===== src/rtl/sd_spi_command_engine_assert.svh =====
// Assertion macros shared by the command engine RTL.
`ifndef SD_SPI_COMMAND_ENGINE_ASSERT_SVH
`define SD_SPI_COMMAND_ENGINE_ASSERT_SVH

`ifndef SYNTHESIS

`define SDC_ASSERT_IMPLIES(lbl, ante, cons) \
	lbl: assert property (@(posedge clk) disable iff (!arst_n) (ante) |-> (cons)) \
		else $error("sdc: same-cycle check failed");

`define SDC_ASSERT_NEXT(lbl, ante, cons) \
	lbl: assert property (@(posedge clk) disable iff (!arst_n) (ante) |=> (cons)) \
		else $error("sdc: next-cycle check failed");

`else

`define SDC_ASSERT_IMPLIES(lbl, ante, cons)

`define SDC_ASSERT_NEXT(lbl, ante, cons)

`endif

`endif


===== src/rtl/sdc_pkg.sv =====
// Types, codes and constants of the SD card SPI command engine.
package sdc_pkg;

	localparam int BUSY_POLLS_DEF  = 255;
	localparam int BUSY_ROUNDS_DEF = 4;
	localparam int REPLY_POLLS_DEF = 8;

	localparam logic [7:0] TOK_RESET  = 8'h40;
	localparam logic [7:0] TOK_IFCOND = 8'h48;
	localparam logic [7:0] TOK_STOP   = 8'h4C;
	localparam logic [7:0] CRC_RESET  = 8'h95;
	localparam logic [7:0] CRC_IFCOND = 8'h87;
	localparam logic [7:0] FILL_BYTE  = 8'hFF;

	localparam logic [2:0] FRAME_LEN      = 3'd6;
	localparam logic [2:0] FRAME_LEN_STOP = 3'd7;

	typedef enum logic {
		OP_START = 1'b0,
		OP_REPLY = 1'b1
	} op_t;

	typedef enum logic {
		KIND_XFER = 1'b0,
		KIND_DONE = 1'b1
	} kind_t;

	typedef enum logic [1:0] {
		ST_OK      = 2'd0,
		ST_BUSY    = 2'd1,
		ST_NOCARD  = 2'd2,
		ST_TIMEOUT = 2'd3
	} status_t;

	typedef enum logic [3:0] {
		PH_IDLE  = 4'b0001,
		PH_BUSY  = 4'b0010,
		PH_SEND  = 4'b0100,
		PH_REPLY = 4'b1000
	} phase_t;

	typedef struct packed {
		logic [7:0] data;
		logic       done;
	} frame_t;

endpackage


===== src/rtl/sdc_frame.sv =====
// Command frame byte selection: token, argument bytes, CRC and trailing fill.
module sdc_frame (
	input  logic [7:0]      command,
	input  logic [31:0]     arg,
	input  logic [2:0]      index,
	output sdc_pkg::frame_t frame
);
	import sdc_pkg::*;

	logic [2:0] len;

	always_comb begin
		len = (command == TOK_STOP) ? FRAME_LEN_STOP : FRAME_LEN;
		frame.done = (index >= len);
		unique case (index)
			3'd0: frame.data = command;
			3'd1: frame.data = arg[31:24];
			3'd2: frame.data = arg[23:16];
			3'd3: frame.data = arg[15:8];
			3'd4: frame.data = arg[7:0];
			3'd5: begin
				priority if (command == TOK_RESET) begin
					frame.data = CRC_RESET;
				end else if (command == TOK_IFCOND) begin
					frame.data = CRC_IFCOND;
				end else begin
					frame.data = FILL_BYTE;
				end
			end
			default: frame.data = FILL_BYTE;
		endcase
	end

endmodule


===== src/rtl/sd_spi_command_engine.sv =====
// SD card SPI-mode command engine: input register, sequencer step, result register.
// An accepted beat is registered in the input register, then the sequencer step runs and
// its result beat is written to the result register. One beat per cycle is sustained while
// the result is not stalled. A stalled result holds both registers.
// Asynchronous reset returns the engine to idle with counters, held command and argument
// cleared and both pipeline registers empty. A reply beat while idle yields no result.
`include "sd_spi_command_engine_assert.svh"

module sd_spi_command_engine #(
	parameter int BUSY_POLLS  = sdc_pkg::BUSY_POLLS_DEF,
	parameter int BUSY_ROUNDS = sdc_pkg::BUSY_ROUNDS_DEF,
	parameter int REPLY_POLLS = sdc_pkg::REPLY_POLLS_DEF
) (
	input  logic        clk,
	input  logic        arst_n,
	input  logic        item_valid,
	output logic        item_stall,
	input  logic        operation,
	input  logic [7:0]  command_byte,
	input  logic [31:0] argument,
	input  logic [7:0]  reply_byte,
	input  logic        card_present,
	output logic        result_valid,
	input  logic        result_stall,
	output logic        kind,
	output logic [7:0]  send_byte,
	output logic [1:0]  status,
	output logic [7:0]  response
);
	import sdc_pkg::*;

	localparam int POLL_MAX = (BUSY_POLLS > REPLY_POLLS) ? BUSY_POLLS : REPLY_POLLS;
	localparam int PCW      = $clog2(POLL_MAX + 1);
	localparam int RW       = (BUSY_ROUNDS > 1) ? $clog2(BUSY_ROUNDS) : 1;

	logic        valid_s1;
	op_t         op_s1;
	logic [7:0]  cmd_s1;
	logic [31:0] arg_s1;
	logic [7:0]  reply_s1;
	logic        present_s1;

	phase_t      phase_q, phase_d;
	logic [RW-1:0]  round_q, round_d;
	logic [PCW-1:0] poll_q, poll_d, poll_inc;
	logic [2:0]  index_q, index_d;
	logic [7:0]  cmd_q, cmd_d;
	logic [31:0] arg_q, arg_d;

	logic        res_valid_q;
	kind_t       res_kind_q;
	logic [7:0]  res_byte_q;
	status_t     res_status_q;
	logic [7:0]  res_resp_q;

	logic        emit;
	kind_t       res_kind;
	logic [7:0]  res_byte;
	status_t     res_status;
	logic [7:0]  res_resp;

	logic        advance, load_s1, fire_s1;
	logic        busy_hit, last_round;
	frame_t      frame;

	sdc_frame u_frame (
		.command (cmd_q),
		.arg     (arg_q),
		.index   (index_q),
		.frame   (frame)
	);

	assign advance    = !res_valid_q || !result_stall;
	assign item_stall = valid_s1 && !advance;
	assign load_s1    = item_valid && !item_stall;
	assign fire_s1    = valid_s1 && advance;

	assign poll_inc   = poll_q + PCW'(1);
	assign busy_hit   = (poll_inc >= PCW'(BUSY_POLLS));
	assign last_round = (round_q == RW'(BUSY_ROUNDS - 1));

	always_ff @(posedge clk or negedge arst_n) begin
		if (!arst_n) begin
			valid_s1 <= 1'b0;
		end else if (load_s1) begin
			valid_s1 <= 1'b1;
		end else if (fire_s1) begin
			valid_s1 <= 1'b0;
		end
	end

	always_ff @(posedge clk) begin
		if (load_s1) begin
			op_s1      <= op_t'(operation);
			cmd_s1     <= command_byte;
			arg_s1     <= argument;
			reply_s1   <= reply_byte;
			present_s1 <= card_present;
		end
	end

	always_comb begin
		phase_d    = phase_q;
		round_d    = round_q;
		poll_d     = poll_q;
		index_d    = index_q;
		cmd_d      = cmd_q;
		arg_d      = arg_q;
		emit       = 1'b0;
		res_kind   = KIND_XFER;
		res_byte   = FILL_BYTE;
		res_status = ST_OK;
		res_resp   = 8'h00;
		if (op_s1 == OP_START) begin
			cmd_d   = cmd_s1;
			arg_d   = arg_s1;
			round_d = '0;
			poll_d  = '0;
			index_d = 3'd0;
			emit    = 1'b1;
			priority if (!present_s1) begin
				phase_d    = PH_IDLE;
				res_kind   = KIND_DONE;
				res_status = ST_NOCARD;
			end else if (cmd_s1 == TOK_STOP) begin
				phase_d  = PH_SEND;
				res_byte = cmd_s1;
				index_d  = 3'd1;
			end else begin
				phase_d = PH_BUSY;
			end
		end else begin
			unique case (phase_q)
				PH_BUSY: begin
					emit = 1'b1;
					if (reply_s1 != FILL_BYTE) begin
						poll_d = poll_inc;
					end
					if ((reply_s1 == FILL_BYTE || busy_hit) && last_round) begin
						priority if (reply_s1 != FILL_BYTE) begin
							phase_d    = PH_IDLE;
							res_kind   = KIND_DONE;
							res_status = ST_BUSY;
						end else if (!present_s1) begin
							phase_d    = PH_IDLE;
							res_kind   = KIND_DONE;
							res_status = ST_NOCARD;
						end else begin
							phase_d  = PH_SEND;
							res_byte = cmd_q;
							index_d  = 3'd1;
						end
					end else begin
						if (reply_s1 == FILL_BYTE || busy_hit) begin
							round_d = round_q + RW'(1);
							poll_d  = '0;
						end
						if (!present_s1) begin
							phase_d    = PH_IDLE;
							res_kind   = KIND_DONE;
							res_status = ST_NOCARD;
						end
					end
				end
				PH_SEND: begin
					emit = 1'b1;
					priority if (!frame.done) begin
						res_byte = frame.data;
						index_d  = index_q + 3'd1;
					end else if (!present_s1) begin
						phase_d    = PH_IDLE;
						res_kind   = KIND_DONE;
						res_status = ST_NOCARD;
					end else begin
						phase_d = PH_REPLY;
						poll_d  = '0;
					end
				end
				PH_REPLY: begin
					emit   = 1'b1;
					poll_d = poll_inc;
					priority if (!reply_s1[7]) begin
						phase_d    = PH_IDLE;
						res_kind   = KIND_DONE;
						res_status = ST_OK;
						res_resp   = reply_s1;
					end else if (poll_inc >= PCW'(REPLY_POLLS)) begin
						phase_d    = PH_IDLE;
						res_kind   = KIND_DONE;
						res_status = ST_TIMEOUT;
					end else if (!present_s1) begin
						phase_d    = PH_IDLE;
						res_kind   = KIND_DONE;
						res_status = ST_NOCARD;
					end else begin
						phase_d = PH_REPLY;
					end
				end
				default: emit = 1'b0;
			endcase
		end
	end

	always_ff @(posedge clk or negedge arst_n) begin
		if (!arst_n) begin
			phase_q <= PH_IDLE;
			round_q <= '0;
			poll_q  <= '0;
			index_q <= 3'd0;
			cmd_q   <= 8'h00;
			arg_q   <= 32'h0;
		end else if (fire_s1) begin
			phase_q <= phase_d;
			round_q <= round_d;
			poll_q  <= poll_d;
			index_q <= index_d;
			cmd_q   <= cmd_d;
			arg_q   <= arg_d;
		end
	end

	always_ff @(posedge clk or negedge arst_n) begin
		if (!arst_n) begin
			res_valid_q <= 1'b0;
		end else if (fire_s1 && emit) begin
			res_valid_q <= 1'b1;
		end else if (!result_stall) begin
			res_valid_q <= 1'b0;
		end
	end

	always_ff @(posedge clk) begin
		if (fire_s1 && emit) begin
			res_kind_q   <= res_kind;
			res_byte_q   <= res_byte;
			res_status_q <= res_status;
			res_resp_q   <= res_resp;
		end
	end

	assign result_valid = res_valid_q;
	assign kind         = res_kind_q;
	assign send_byte    = res_byte_q;
	assign status       = res_status_q;
	assign response     = res_resp_q;

	`SDC_ASSERT_IMPLIES(a_done_fill, result_valid && kind == KIND_DONE, send_byte == FILL_BYTE)
	`SDC_ASSERT_IMPLIES(a_xfer_clean, result_valid && kind == KIND_XFER,
		status == ST_OK && response == 8'h00)
	`SDC_ASSERT_IMPLIES(a_ok_r1, result_valid && kind == KIND_DONE && status == ST_OK, !response[7])
	`SDC_ASSERT_NEXT(a_done_idle, fire_s1 && emit && res_kind == KIND_DONE, phase_q == PH_IDLE)
	`SDC_ASSERT_IMPLIES(a_idle_quiet, fire_s1 && op_s1 == OP_REPLY && phase_q == PH_IDLE, !emit)

endmodule

===== config.mk =====
export PLATFORM = sky130hd
export DESIGN_NAME = sd_spi_command_engine
export DESIGN_NICKNAME = d
export VERILOG_FILES = /design/src/rtl/sdc_pkg.sv /design/src/rtl/sdc_frame.sv /design/src/rtl/sd_spi_command_engine.sv
export VERILOG_INCLUDE_DIRS = /design/src /design/src/rtl
export SDC_FILE = /design/constraint.sdc
export NUM_CORES = 1
export LEC_CHECK = 0
export ABC_AREA = 1
export BUFFER_PORTS_ARGS = -buffer_cell sky130_fd_sc_hd__buf_2
export CAP_MARGIN = 20
export CORE_ASPECT_RATIO = 0.6
export CORE_MARGIN = 8
export CORE_UTILIZATION = 50
export DETAILED_ROUTE_END_ITERATION = 7
export PLACE_DENSITY = 0.7
export SLEW_MARGIN = 20
export SYNTH_ARGS = -nofsm -noshare
export SYNTH_HDL_FRONTEND = slang
export SYNTH_HIERARCHICAL = 1
export SYNTH_SLANG_ARGS = --single-unit

===== constraint.sdc =====
create_clock -name clk -period 2.7 [get_ports clk]
set_input_delay 0.54 -clock clk [delete_from_list [all_inputs] [get_ports clk]]
set_output_delay 0.54 -clock clk [all_outputs]
set_load 0.01 [all_outputs]

After elaboration in Yosys (flattened, before gate mapping)
Cells that the tools add are included.
Widths: inputs -> output; s select.
{"block": "totals", "regBits": 128, "inputBits": 54, "out_inout_bits": 21, "word_cells": 140}
{"block": "classes", "addsub": 3, "n_lt_le_gt_ge": 3, "n_eq_ne": 28, "mux": 65, "bitwise": 2, "reduce_logical": 21}
{"cell": "$mux 8", "n": 14}
{"cell": "$pmux 8 s6", "n": 1}
{"cell": "$eq 8x7->1 const B", "n": 4}
{"cell": "$mux 4", "n": 7}
{"cell": "$mux 3", "n": 9}
{"cell": "$pmux 8 s3", "n": 1}
{"cell": "$mux 2", "n": 11}
{"cell": "$ne 3x3->1 const B", "n": 6}
{"cell": "$mux 1", "n": 16}
{"cell": "$pmux 8 s2", "n": 1}
{"cell": "$pmux 4 s3", "n": 1}
{"cell": "$reduce_and 4->1", "n": 3}
{"cell": "$add 8x1->8 const B", "n": 1}
{"cell": "$eq 8x8->1 const B", "n": 1}
{"cell": "$ge 8x4->1 const B", "n": 1}
{"cell": "$ge 8x8->1 const B", "n": 1}
{"cell": "$ne 8x8->1 const B", "n": 1}
{"cell": "$mux 7", "n": 1}
{"cell": "$eq 3x2->1 const B", "n": 2}
{"cell": "$eq 3x3->1 const B", "n": 2}
{"cell": "$ne 2x1->1 const B", "n": 3}
{"cell": "$pmux 2 s3", "n": 1}
{"cell": "$pmux 3 s2", "n": 1}
{"cell": "$reduce_and 6->1", "n": 1}
{"cell": "other kinds (21)", "n": 32}

Longest topological paths before layout
Gate-level depths: netlist of run 1.
{"block": "depth", "depth_word": 7, "ltp_mapped": 16, "mapped_depth_nobuf": 16}

By module
Netlist of run 1, hierarchy kept.
{"mod": "sd_spi_command_engine", "n_inst": 1, "cells_per_inst": 469, "area_per_inst_um2": 5421.4, "seq_area_each_um2": 3519.6}
{"mod": "sdc_frame", "n_inst": 1, "cells_per_inst": 117, "area_per_inst_um2": 544.3, "seq_area_each_um2": 0.0}

Least setup slack after synthesis of run 1
Ideal clock, no wire load.
{"block": "synth_path", "kind": "input to register", "startpoint": "in result_stall", "endpoint": "reg arg_s1[0] (enable)", "setup_ns": 0.404, "arrival_time_ns": 1.801, "required_time_ns": 2.296, "slack_ns": 0.494, "cell_stages": 5, "cell_sequence": "nand2_1 > nor2_1 > inv_1 > nand2_1 > inv_1"}
{"block": "synth_between", "elab_chain_cells": 6}
{"element": "start: declaration", "line_no": "sd_spi_command_engine.sv:24", "source": "input logic result_stall,"}
{"element": "$logic_not 1->1"}
{"element": "$logic_or 1x1->1", "line_no": "sd_spi_command_engine.sv:73", "source": "assign advance = !res_valid_q || !result_stall;"}
{"element": "$logic_not 1->1", "line_no": "sd_spi_command_engine.sv:74", "source": "assign item_stall = valid_s1 && !advance;"}
{"element": "$logic_and 1x1->1", "line_no": "sd_spi_command_engine.sv:74"}
{"element": "via item_stall", "line_no": "sd_spi_command_engine.sv:17", "source": "output logic item_stall,"}
{"element": "$logic_not 1->1", "line_no": "sd_spi_command_engine.sv:75", "source": "assign load_s1 = item_valid && !item_stall;"}
{"element": "$logic_and 1x1->1", "line_no": "sd_spi_command_engine.sv:75"}
{"element": "via load_s1", "line_no": "sd_spi_command_engine.sv:62", "source": "logic advance, load_s1, fire_s1;"}
{"element": "end signal: assignment", "line_no": "sd_spi_command_engine.sv:96", "source": "arg_s1 <= argument;"}
{"element": "end: declaration", "line_no": "sd_spi_command_engine.sv:39", "source": "logic [31:0] arg_s1;"}
The timed path passes the listed nets, and every way through them passes these cells.
A chain may end at the register's enable or synchronous reset.

==> results.yml, run 1 <==
job:
  max_cap_violations: 0
pwr:
  p_int_uw: 4430
  power.total_uw: 6350
  switching_power_uw: 1920
  power_frac_seq_pct: 42.5
  p_clk_share_pct: 37.5
  power_per_cell_area_nw_per_um2: 887
  swShare_pct: 30.3
  pwr-share-comb_pct: 19.9
  leakagePower_uw: 0.00316
  ir_drop_uv: 563
critical_path:
  worstPathMaxFanout: 10
  crit_slowest_cell: "dfrtp_1"
  required_ns: 2.87
  worst-path-buf-inv: 4
  crit_top_cell: "nand2_1"
  max_stage_delay_ns: 0.42
  startpoint_type: "flop"
  worstSetupPathType: "flop to flop"
  crit_path_cell_trace: "inv_1 -> nand2_1 -> nor2_1 -> nand2_1 -> nor3_1 -> ha_1 -> inv_1 -> a21oi_1 -> buf_4 -> nand2_1 -> o21ai_0 -> inv_1 -> nand3_1 -> nand2_1 -> nand2_1"
  end_kind: "flop"
  critical-path-top-delay-family: "simple AND/OR/NAND/NOR gates"
  arrival_ns: 2.35
sta:
  hold_ws_ns: 0.184
  worst_pin_slew_ns: 0.763
  max_freq_ghz: 0.458
  layout_setup_ws_ns: 0.515
  slew_viol_final: 0
  finalClockSkew_ns: 0.00826
  rsz0062_at_grt: "false"
  period_needed_ns: 2.19
  fin_tns_setup_ns: 0
  setup_viol: 0
  slew-limit-headroom_pct: 48.7
  hold_violations: 0
  min_period_over_period_pct: 80.9
die:
  rows: 31
  ios: 75
  fp.dieW_um: 157
  dieArea_um2: 15800
  chipHeight_um: 101
  coreArea_um2: 11800
  initial_core_util_pct: 50.4
cts:
  tritoncts: "built"
  clock_sinks: 127
  cts_htree_levels: 4
  cts_resized: 0
  cts_buffer_depth: 2
  root_buffer: "clkbuf_16"
  post-cts-setup-buffers: 0
  insertion_delay_ns: 0.42
  cts_made_buffers: 17
  postCtsHoldBufs: 0
  path_clk_slew_ns: 0.06
detailed_routing:
  avgViaCountPerCell: 5.21
  drtIter0Drc: 389
  firstDrtPassIters: 6
  num_vias: 4442
  wirelength_um: 14000
  drc: 0
  wire_per_inst_um: 16.5
  route.antenna.remaining_nets: 0
global_route:
  gr-total-overflow: 0
  antenna_found_initial: 0
  grt_pass1_vias: 4515
  track_usage_pct: 19.2
  grt_start_max_net_pins: 45
  grt_pass1_wl_um: 23400
synth:
  ys_warn_count: 6
  netlist_instances: 586
  yosysSeqAreaShare_pct: 59.0
  syn-cell-area_um2: 5970
  ys_ff_latch: 127
  avgSynthCellArea_um2: 10.2
  synth_nets: 645
  ys_types: 34
cells_and_area:
  multi_input_area_um2: 2100
  drive_gt1_share_pct: 27.7
  fin_nets: 733
  area.sequential_um2: 3520
  n_fill_cell: 997
  syn_to_final_growth_pct: 20.0
  n_antenna_cell: 0
  postLayoutCellArea_um2: 7160
place:
  gp_congestion: 0.891
  dp_hpwl_um: 10300
  post_dp_cell_area_um2: 6540
  portBuffers: 73
  place_ws_ns: 0.556
outcome:
  outcome: "complete, no violations"
min_path:
  hold_path_class: "input port to async pin"
[layout make-up]
class,instances,share of cell area [%]
sequential,127,49.2
multi-input combinational,381,29.3
timing repair buffer,82,6.57
clock buffer,19,6.19
inverter,65,3.44
tap,165,2.88
clock inverter,13,2.45
[worst paths after layout]
| kind | from | to | slack [ns] | cells after the start |
|---|---|---|---|---|
| worst max register to register | cmd_q[5] | kind | 0.51 | 15 |
| worst min register to register | arg_s1[25] | arg_q[25] | 0.48 | 1 |
| worst min-delay path | arst_n | poll_q[4] | 0.18 | 1 |
| max in group asynchronous | arst_n | phase_q[0] | 1.81 | 2 |
| worst max-delay path | cmd_q[5] | kind | 0.51 | 15 |
| min in group clk | argument[1] | arg_s1[1] | 0.30 | 1 |
[Yosys cell counts]
master	count	area, um^2
nand2_1	144	541
edfxtp_1	68	2040
dfrtp_1	58	1450
inv_1	56	210
o21ai_0	41	205
mux2_2	37	417
nand3_1	36	180
nor2_1	34	128
nand4_1	16	100
a21oi_1	14	70.1
nor2_2	10	62.6
nand2_2	9	56.3
o21ai_1	8	40.0
a31oi_1	6	37.5
inv_2	6	22.5
buf_4	5	37.5
ha_1	5	62.6
nand2_4	5	56.3
nor3_1	4	20.0
buf_6	3	33.8
nand3_2	3	30.0
buf_2	2	10.0
clkbuf_1	2	7.51
clkinv_1	2	7.51
nor2_4	2	22.5
xor2_1	2	17.5
a21oi_4	1	16.3
clkbuf_8	1	13.8
conb_1	1	3.75
dfstp_2	1	26.3
inv_4	1	6.26
nand3_4	1	17.5
nor4_1	1	6.26
o21bai_1	1	7.51
[layer usage]
layer	vias up	track usage (%)	routed length, um
li1	2157	-	-
met1	2093	27.5	6660
met2	176	27.2	6000
met3	16	5.74	1230
met4	0	5.90	142
met5	-	0	0
[per-stage QoR]
step	cells	util, %
2_1_floorplan	586	-
3_3_place_gp	820	55.3
3_5_place_dp	820	55.3
4_1_cts	852	60.5
5_1_grt	852	60.5
6_report	852	60.5
[power by group through the flow]
stage | Combinational [uW] | Sequential (uW) | Clock, uW
final | 1260 | 2700 | 2390
after global placement | 1200 | 2720 | 0
after global routing | 1420 | 2740 | 2510
after CTS | 1260 | 2700 | 2410
after floorplan | 902 | 2650 | 0
after detailed placement | 1240 | 2730 | 0
[logic make-up after synthesis]
logic type	count (synthesis)	synth area share (%)
muxes	37	6.98
AOI/OAI and AO/OA	71	6.31
other	1	0.0629
adders and majority gates	5	1.05
DFF	127	59.0
xor gates and xnor gates	2	0.294
and+or+nand+nor	265	20.4
buffers and inverters	78	5.85
[placed cells by master (no fill, tap or decap), types with 2 or more instances in the layout]
master | Yosys | layout
a21oi_1 | 14 | 14
a31oi_1 | 6 | 6
buf_12 | 0 | 3
buf_2 | 2 | 73
buf_4 | 5 | 6
bufinv_16 | 0 | 3
clkbuf_16 | 0 | 17
clkinv_1 | 2 | 2
clkinv_4 | 0 | 3
dfrtp_1 | 58 | 58
edfxtp_1 | 68 | 68
ha_1 | 5 | 5
inv_1 | 56 | 55
inv_2 | 6 | 7
inv_6 | 0 | 4
mux2_2 | 37 | 37
nand2_1 | 144 | 144
nand2_2 | 9 | 9
nand2_4 | 5 | 5
nand3_1 | 36 | 36
nand3_2 | 3 | 3
nand4_1 | 16 | 16
nor2_1 | 34 | 34
nor2_2 | 10 | 10
nor2_4 | 2 | 2
nor3_1 | 4 | 4
o21ai_0 | 41 | 41
o21ai_1 | 8 | 8
xor2_1 | 2 | 2
[state kept, by name, indices dropped and copies added (netlist names), 2 cells and up]
name and cells:
round_q 2, status 2, arg_q 32, poll_q 8, response 7, phase_q 4
cmd_q 8, send_byte 8, arg_s1 32, index_q 3, cmd_s1 8, reply_s1 8
(Power assumes the default switching activity.)
==> run 2: changes to the inputs <==
Clock period 2.7 ns to 2.3 ns, I/O delays scaled along.
==> run 2 against run 1 <==
Net effect: clock skew barely moved; clock-buffer cell count rose by 4; first-iteration DRC count rose by 11%; global-route usage fell by 0.35 points; critical path type unchanged.
==> results.yml, run 2 (synthesis gave the netlist of run 1 again) <==
outcome:
  outcome: "complete, no violations"
critical_path:
  worstSetupPathType: "flop to flop"
  end_kind: "flop"
  required_ns: 2.47
  max_stage_delay_ns: 0.40
  worstPathMaxFanout: 10
  startpoint_type: "flop"
  arrival_ns: 2.29
  crit_slowest_cell: "dfrtp_1"
  crit_top_cell: "nand2_1"
  crit_path_cell_trace: "inv_1 -> nand2_1 -> nor2_2 -> nand2_1 -> nor3_2 -> ha_1 -> inv_1 -> a21oi_1 -> buf_4 -> nand2_1 -> o21ai_0 -> inv_1 -> nand3_1 -> nand2_1 -> nand2_1"
sta:
  max_freq_ghz: 0.472
  fin_tns_setup_ns: 0
  setup_viol: 0
  hold_ws_ns: 0.0200
  slew-limit-headroom_pct: 59.1
  min_period_over_period_pct: 92.1
  hold_violations: 0
  slew_viol_final: 0
  rsz0062_at_grt: "false"
  period_needed_ns: 2.12
  finalClockSkew_ns: 0.00778
  worst_pin_slew_ns: 0.614
job:
  max_cap_violations: 0
cts:
  clock_sinks: 127
  tritoncts: "built"
  cts_made_buffers: 17
  root_buffer: "clkbuf_16"
  postCtsHoldBufs: 0
  cts_htree_levels: 4
  cts_buffer_depth: 2
  insertion_delay_ns: 0.42
  path_clk_slew_ns: 0.06
detailed_routing:
  wirelength_um: 14000
  firstDrtPassIters: 5
  drtIter0Drc: 430
  wire_per_inst_um: 16.3
  avgViaCountPerCell: 5.25
  drc: 0
  route.antenna.remaining_nets: 0
  num_vias: 4505
pwr:
  power.total_uw: 7430
  power_per_cell_area_nw_per_um2: 1030
  ir_drop_uv: 587
  leakagePower_uw: 0.00318
cells_and_area:
  top_regs: "arg_q x32, arg_s1 x32"
  syn_to_final_growth_pct: 20.7
  postLayoutCoreUtil_pct: 60.9
  drive_gt1_share_pct: 28.6
  n_antenna_cell: 0
  final_common_cell: "nand2_1"
  layout_common_cells: "144 x nand2_1, 73 x buf_2, 68 x edfxtp_1"
  fin_nets: 739
global_route:
  grt_start_max_net_pins: 60
  antenna_found_initial: 0
  grt_pass1_wl_um: 22800
  track_usage_pct: 18.8
  grt_pass1_vias: 4429
  gr-total-overflow: 0
die:
  dieArea_um2: 15800
  chipHeight_um: 101
  ios: 75
  rows: 31
  coreArea_um2: 11800
  initial_core_util_pct: 50.4
  fp.dieW_um: 157
place:
  dp_hpwl_um: 10200
  portBuffers: 73
  gp_congestion: 0.892
min_path:
  hold_path_class: "input port to async pin"
## run 2: repair_timing
| action | 4_1_cts | 5_1_grt |
|---|---|---|
| resized for setup | 0 | 3 |
| hold endpoints to repair | 0 | 0 |
| setup endpoints to repair | 0 | 12 |
| buffers inserted | 0 | 2 |
## run 2: area by class of cell
| cell class | count | area [um^2] |
|---|---|---|
| Timing Repair Buffer | 88 | 515 |
| Fill cell | 979 | 4630 |
| Multi-Input combinational cell | 381 | 2100 |
| Sequential cell | 127 | 3520 |
| Inverter | 65 | 246 |
| Clock buffer | 23 | 488 |
| Clock inverter | 9 | 120 |
| Tap cell | 165 | 206 |
## run 2: power by group
| part | switching [uW] | internal [uW] |
|---|---|---|
| sequential | 321 | 2860 |
| clock | 1000 | 1730 |
| combinational | 907 | 604 |
## run 2: critical path: cells and delay by family, from the launching register on
kind / cells / cell delay, ns
buf+inv: 4 / 0.36
flops: 1 / 0.40
simple gates: 8 / 0.69
fa+ha+maj: 1 / 0.24
compound gates: 2 / 0.17
## run 2: stage by stage
stage | instances | worst slack (ns) | area [um^2]
6_report | 858 | 0.182 | 7200
5_1_grt | 858 | 0.00878 | 7200
4_1_cts | 856 | 0.146 | 7180
3_5_place_dp | 824 | 0.159 | 6570
3_3_place_gp | 824 | 0.236 | 6570
2_1_floorplan | 586 | 0.174 | 5970
## run 2: routing by layer
metal	share of wire (%)	track usage (%)	up-vias
met3	8.1	6.34	21
met4	1.4	6.04	0
li1	-	-	2169
met2	43	26.4	187
met1	47	26.7	2128
met5	0	0	-
## run 2: worst paths after layout
check	start	endpoint	slack [ns]	cells after the start
max in group asynchronous	arst_n	phase_q[0]	1.95	2
max	cmd_q[4]	kind	0.18	15
min reg2reg	arg_s1[7]	arg_q[7]	0.48	1
max reg2reg	cmd_q[4]	kind	0.18	15
min in group clk	reply_byte[3]	reply_s1[3]	0.21	1
min	arst_n	poll_q[6]	0.02	2
==> run 3: changes to the inputs <==
Settings changed: CELL_PAD_IN_SITES_DETAIL_PLACEMENT set to 1, CELL_PAD_IN_SITES_GLOBAL_PLACEMENT set to 1, CORE_UTILIZATION 50 to 45, PLACE_DENSITY 0.7 to unset, PLACE_DENSITY_LB_ADDON set to 0.1.
==> run 3 against run 2 <==
Net effect: clock skew increased by 0.0049 ns; setup slack got worse by 0.027 ns; final area increased by 0.42%; register-to-register slack got worse by 0.03 ns; hold slack improved by 0.19 ns; critical endpoint unchanged; core utilization decreased by 4.8 points; critical path depth unchanged; die area increased by 9.6%.
==> results.yml, run 3 (synthesis gave the netlist of run 1 again) <==
cells_and_area:
  postLayoutCellArea_um2: 7230
  area.sequential_um2: 3520
  n_fill_cell: 1447
  fin_cells: 867
  layout_common_cells: "144 x nand2_1, 73 x buf_2, 68 x edfxtp_1"
  top_regs: "arg_q x32, arg_s1 x32"
  final_common_cell: "nand2_1"
  fin_nets: 743
  multi_input_area_um2: 2110
  drive_gt1_share_pct: 29.3
  syn_to_final_growth_pct: 21.2
  n_antenna_cell: 0
pwr:
  leakagePower_uw: 0.00320
  ir_drop_uv: 555
  power_per_cell_area_nw_per_um2: 1050
global_route:
  grt_pass1_wl_um: 27200
  grt_pass1_vias: 4935
  gr-total-overflow: 0
  grt_start_max_net_pins: 45
  antenna_found_initial: 0
  track_usage_pct: 20.3
place:
  gp_congestion: 0.879
  post_dp_cell_area_um2: 6580
  placed_cells: 831
  dp_hpwl_um: 12100
  place_ws_ns: 0.170
  portBuffers: 73
outcome:
  outcome: "complete, no violations"
die:
  initial_core_util_pct: 46.3
  fp.dieW_um: 165
  coreArea_um2: 12900
  ios: 75
  rows: 32
  dieArea_um2: 17300
  chipHeight_um: 105
sta:
  finalClockSkew_ns: 0.0127
  period_needed_ns: 2.14
  max_freq_ghz: 0.466
  setup_viol: 0
  min_period_over_period_pct: 93.2
  worst_pin_slew_ns: 0.673
  hold_violations: 0
  slew-limit-headroom_pct: 55.1
  slew_viol_final: 0
  fin_tns_setup_ns: 0
  layout_setup_ws_ns: 0.155
  hold_ws_ns: 0.208
cts:
  cts_made_buffers: 17
  path_clk_slew_ns: 0.07
  cts_htree_levels: 4
  cts_buffer_depth: 2
  clock_sinks: 127
  tritoncts: "built"
  root_buffer: "clkbuf_16"
  insertion_delay_ns: 0.42
detailed_routing:
  route.antenna.remaining_nets: 0
  num_vias: 4628
  firstDrtPassIters: 5
  drtIter0Drc: 293
  wirelength_um: 16800
  avgViaCountPerCell: 5.34
  drc: 0
  wire_per_inst_um: 19.4
critical_path:
  crit_slowest_cell: "dfrtp_1"
  startpoint: "cmd_q[5]"
  worstRegToRegCells: 15
  worstSetupPathType: "flop to flop"
  crit_top_cell: "nand2_1"
  required_ns: 2.47
  endpoint: "kind"
  crit_path_cell_trace: "inv_1 -> nand2_1 -> nor2_4 -> nand2_1 -> nor3_2 -> ha_1 -> inv_1 -> a21oi_1 -> buf_4 -> nand2_1 -> o21ai_1 -> inv_1 -> nand3_1 -> nand2_1 -> nand2_1"
  end_kind: "flop"
  r2r-start: "cmd_q[5]"
  arrival_ns: 2.32
  worstPathMaxFanout: 10
  r2r_slack_ns: 0.16
  max_stage_delay_ns: 0.42
  startpoint_type: "flop"
  r2r-end: "kind"
min_path:
  hold_path_class: "input port to flop"
job:
  max_cap_violations: 0
run 3: cell types whose count changed in the layout (fill, tap and decap cells not counted), moves of 2 or more:
cell      previous run  this run
inv_8                0         2
clkbuf_1             2         0
clkbuf_8             4         1
buf_4               12        16
clkinv_4             1         3
run 3: cell type report:
class,count,area share (%)
clock buffer,18,6.07
clock inverter,14,2.30
inverter,65,3.41
multi-input combinational,381,29.2
sequential,127,48.7
tap,170,2.94
timing repair buffer,92,7.40
run 3: power breakdown:
| group | switching (uW) | internal (uW) | leakage (uW) |
|---|---|---|---|
| registers | 306 | 2860 | 0.00135 |
| clock network | 1130 | 1660 | 0.000301 |
| logic | 1000 | 623 | 0.00154 |
run 3: worst max-delay path, delay by kind of cell (launching register included):
| kind | cells | cell delay [ns] |
|---|---|---|
| compound gates | 2 | 0.16 |
| fa+ha+maj | 1 | 0.25 |
| buf+inv | 4 | 0.39 |
| flops | 1 | 0.42 |
| simple gates | 8 | 0.67 |
run 3: per-stage QoR:
stage	total power, uW	util, %
after floorplan	4170	-
after CTS	7580	55.8
after global placement	4650	51.0
final	7580	56.1
after global routing	7960	56.1
after detailed placement	4750	51.0
run 3: worst min path at each step:
stage	from	end	slack, ns	cells after the start
after floorplan	arst_n	arg_q[0]	0.16	0
after global placement	arst_n	arg_q[0]	0.41	1
after detailed placement	arst_n	arg_q[25]	0.43	1
after CTS	reply_byte[3]	reply_s1[3]	0.19	1
after global routing	argument[28]	arg_s1[28]	0.19	1
final	reply_byte[4]	reply_s1[4]	0.21	1
run 3: routing by layer:
metal	wire, um	global-route usage [%]	vias to the layer above
met5	0	0	-
met4	147	5.76	0
met3	1050	6.19	12
met2	7290	28.6	138
met1	8310	29.5	2307
li1	-	-	2171
run 3: repair_timing:
item / CTS / global route
hold endpoints to repair: 16 / 0
hold buffers: 1 / 0
setup buffers: 0 / 3
endpoints found under the setup margin: 0 / 24
gates resized for setup: 0 / 6
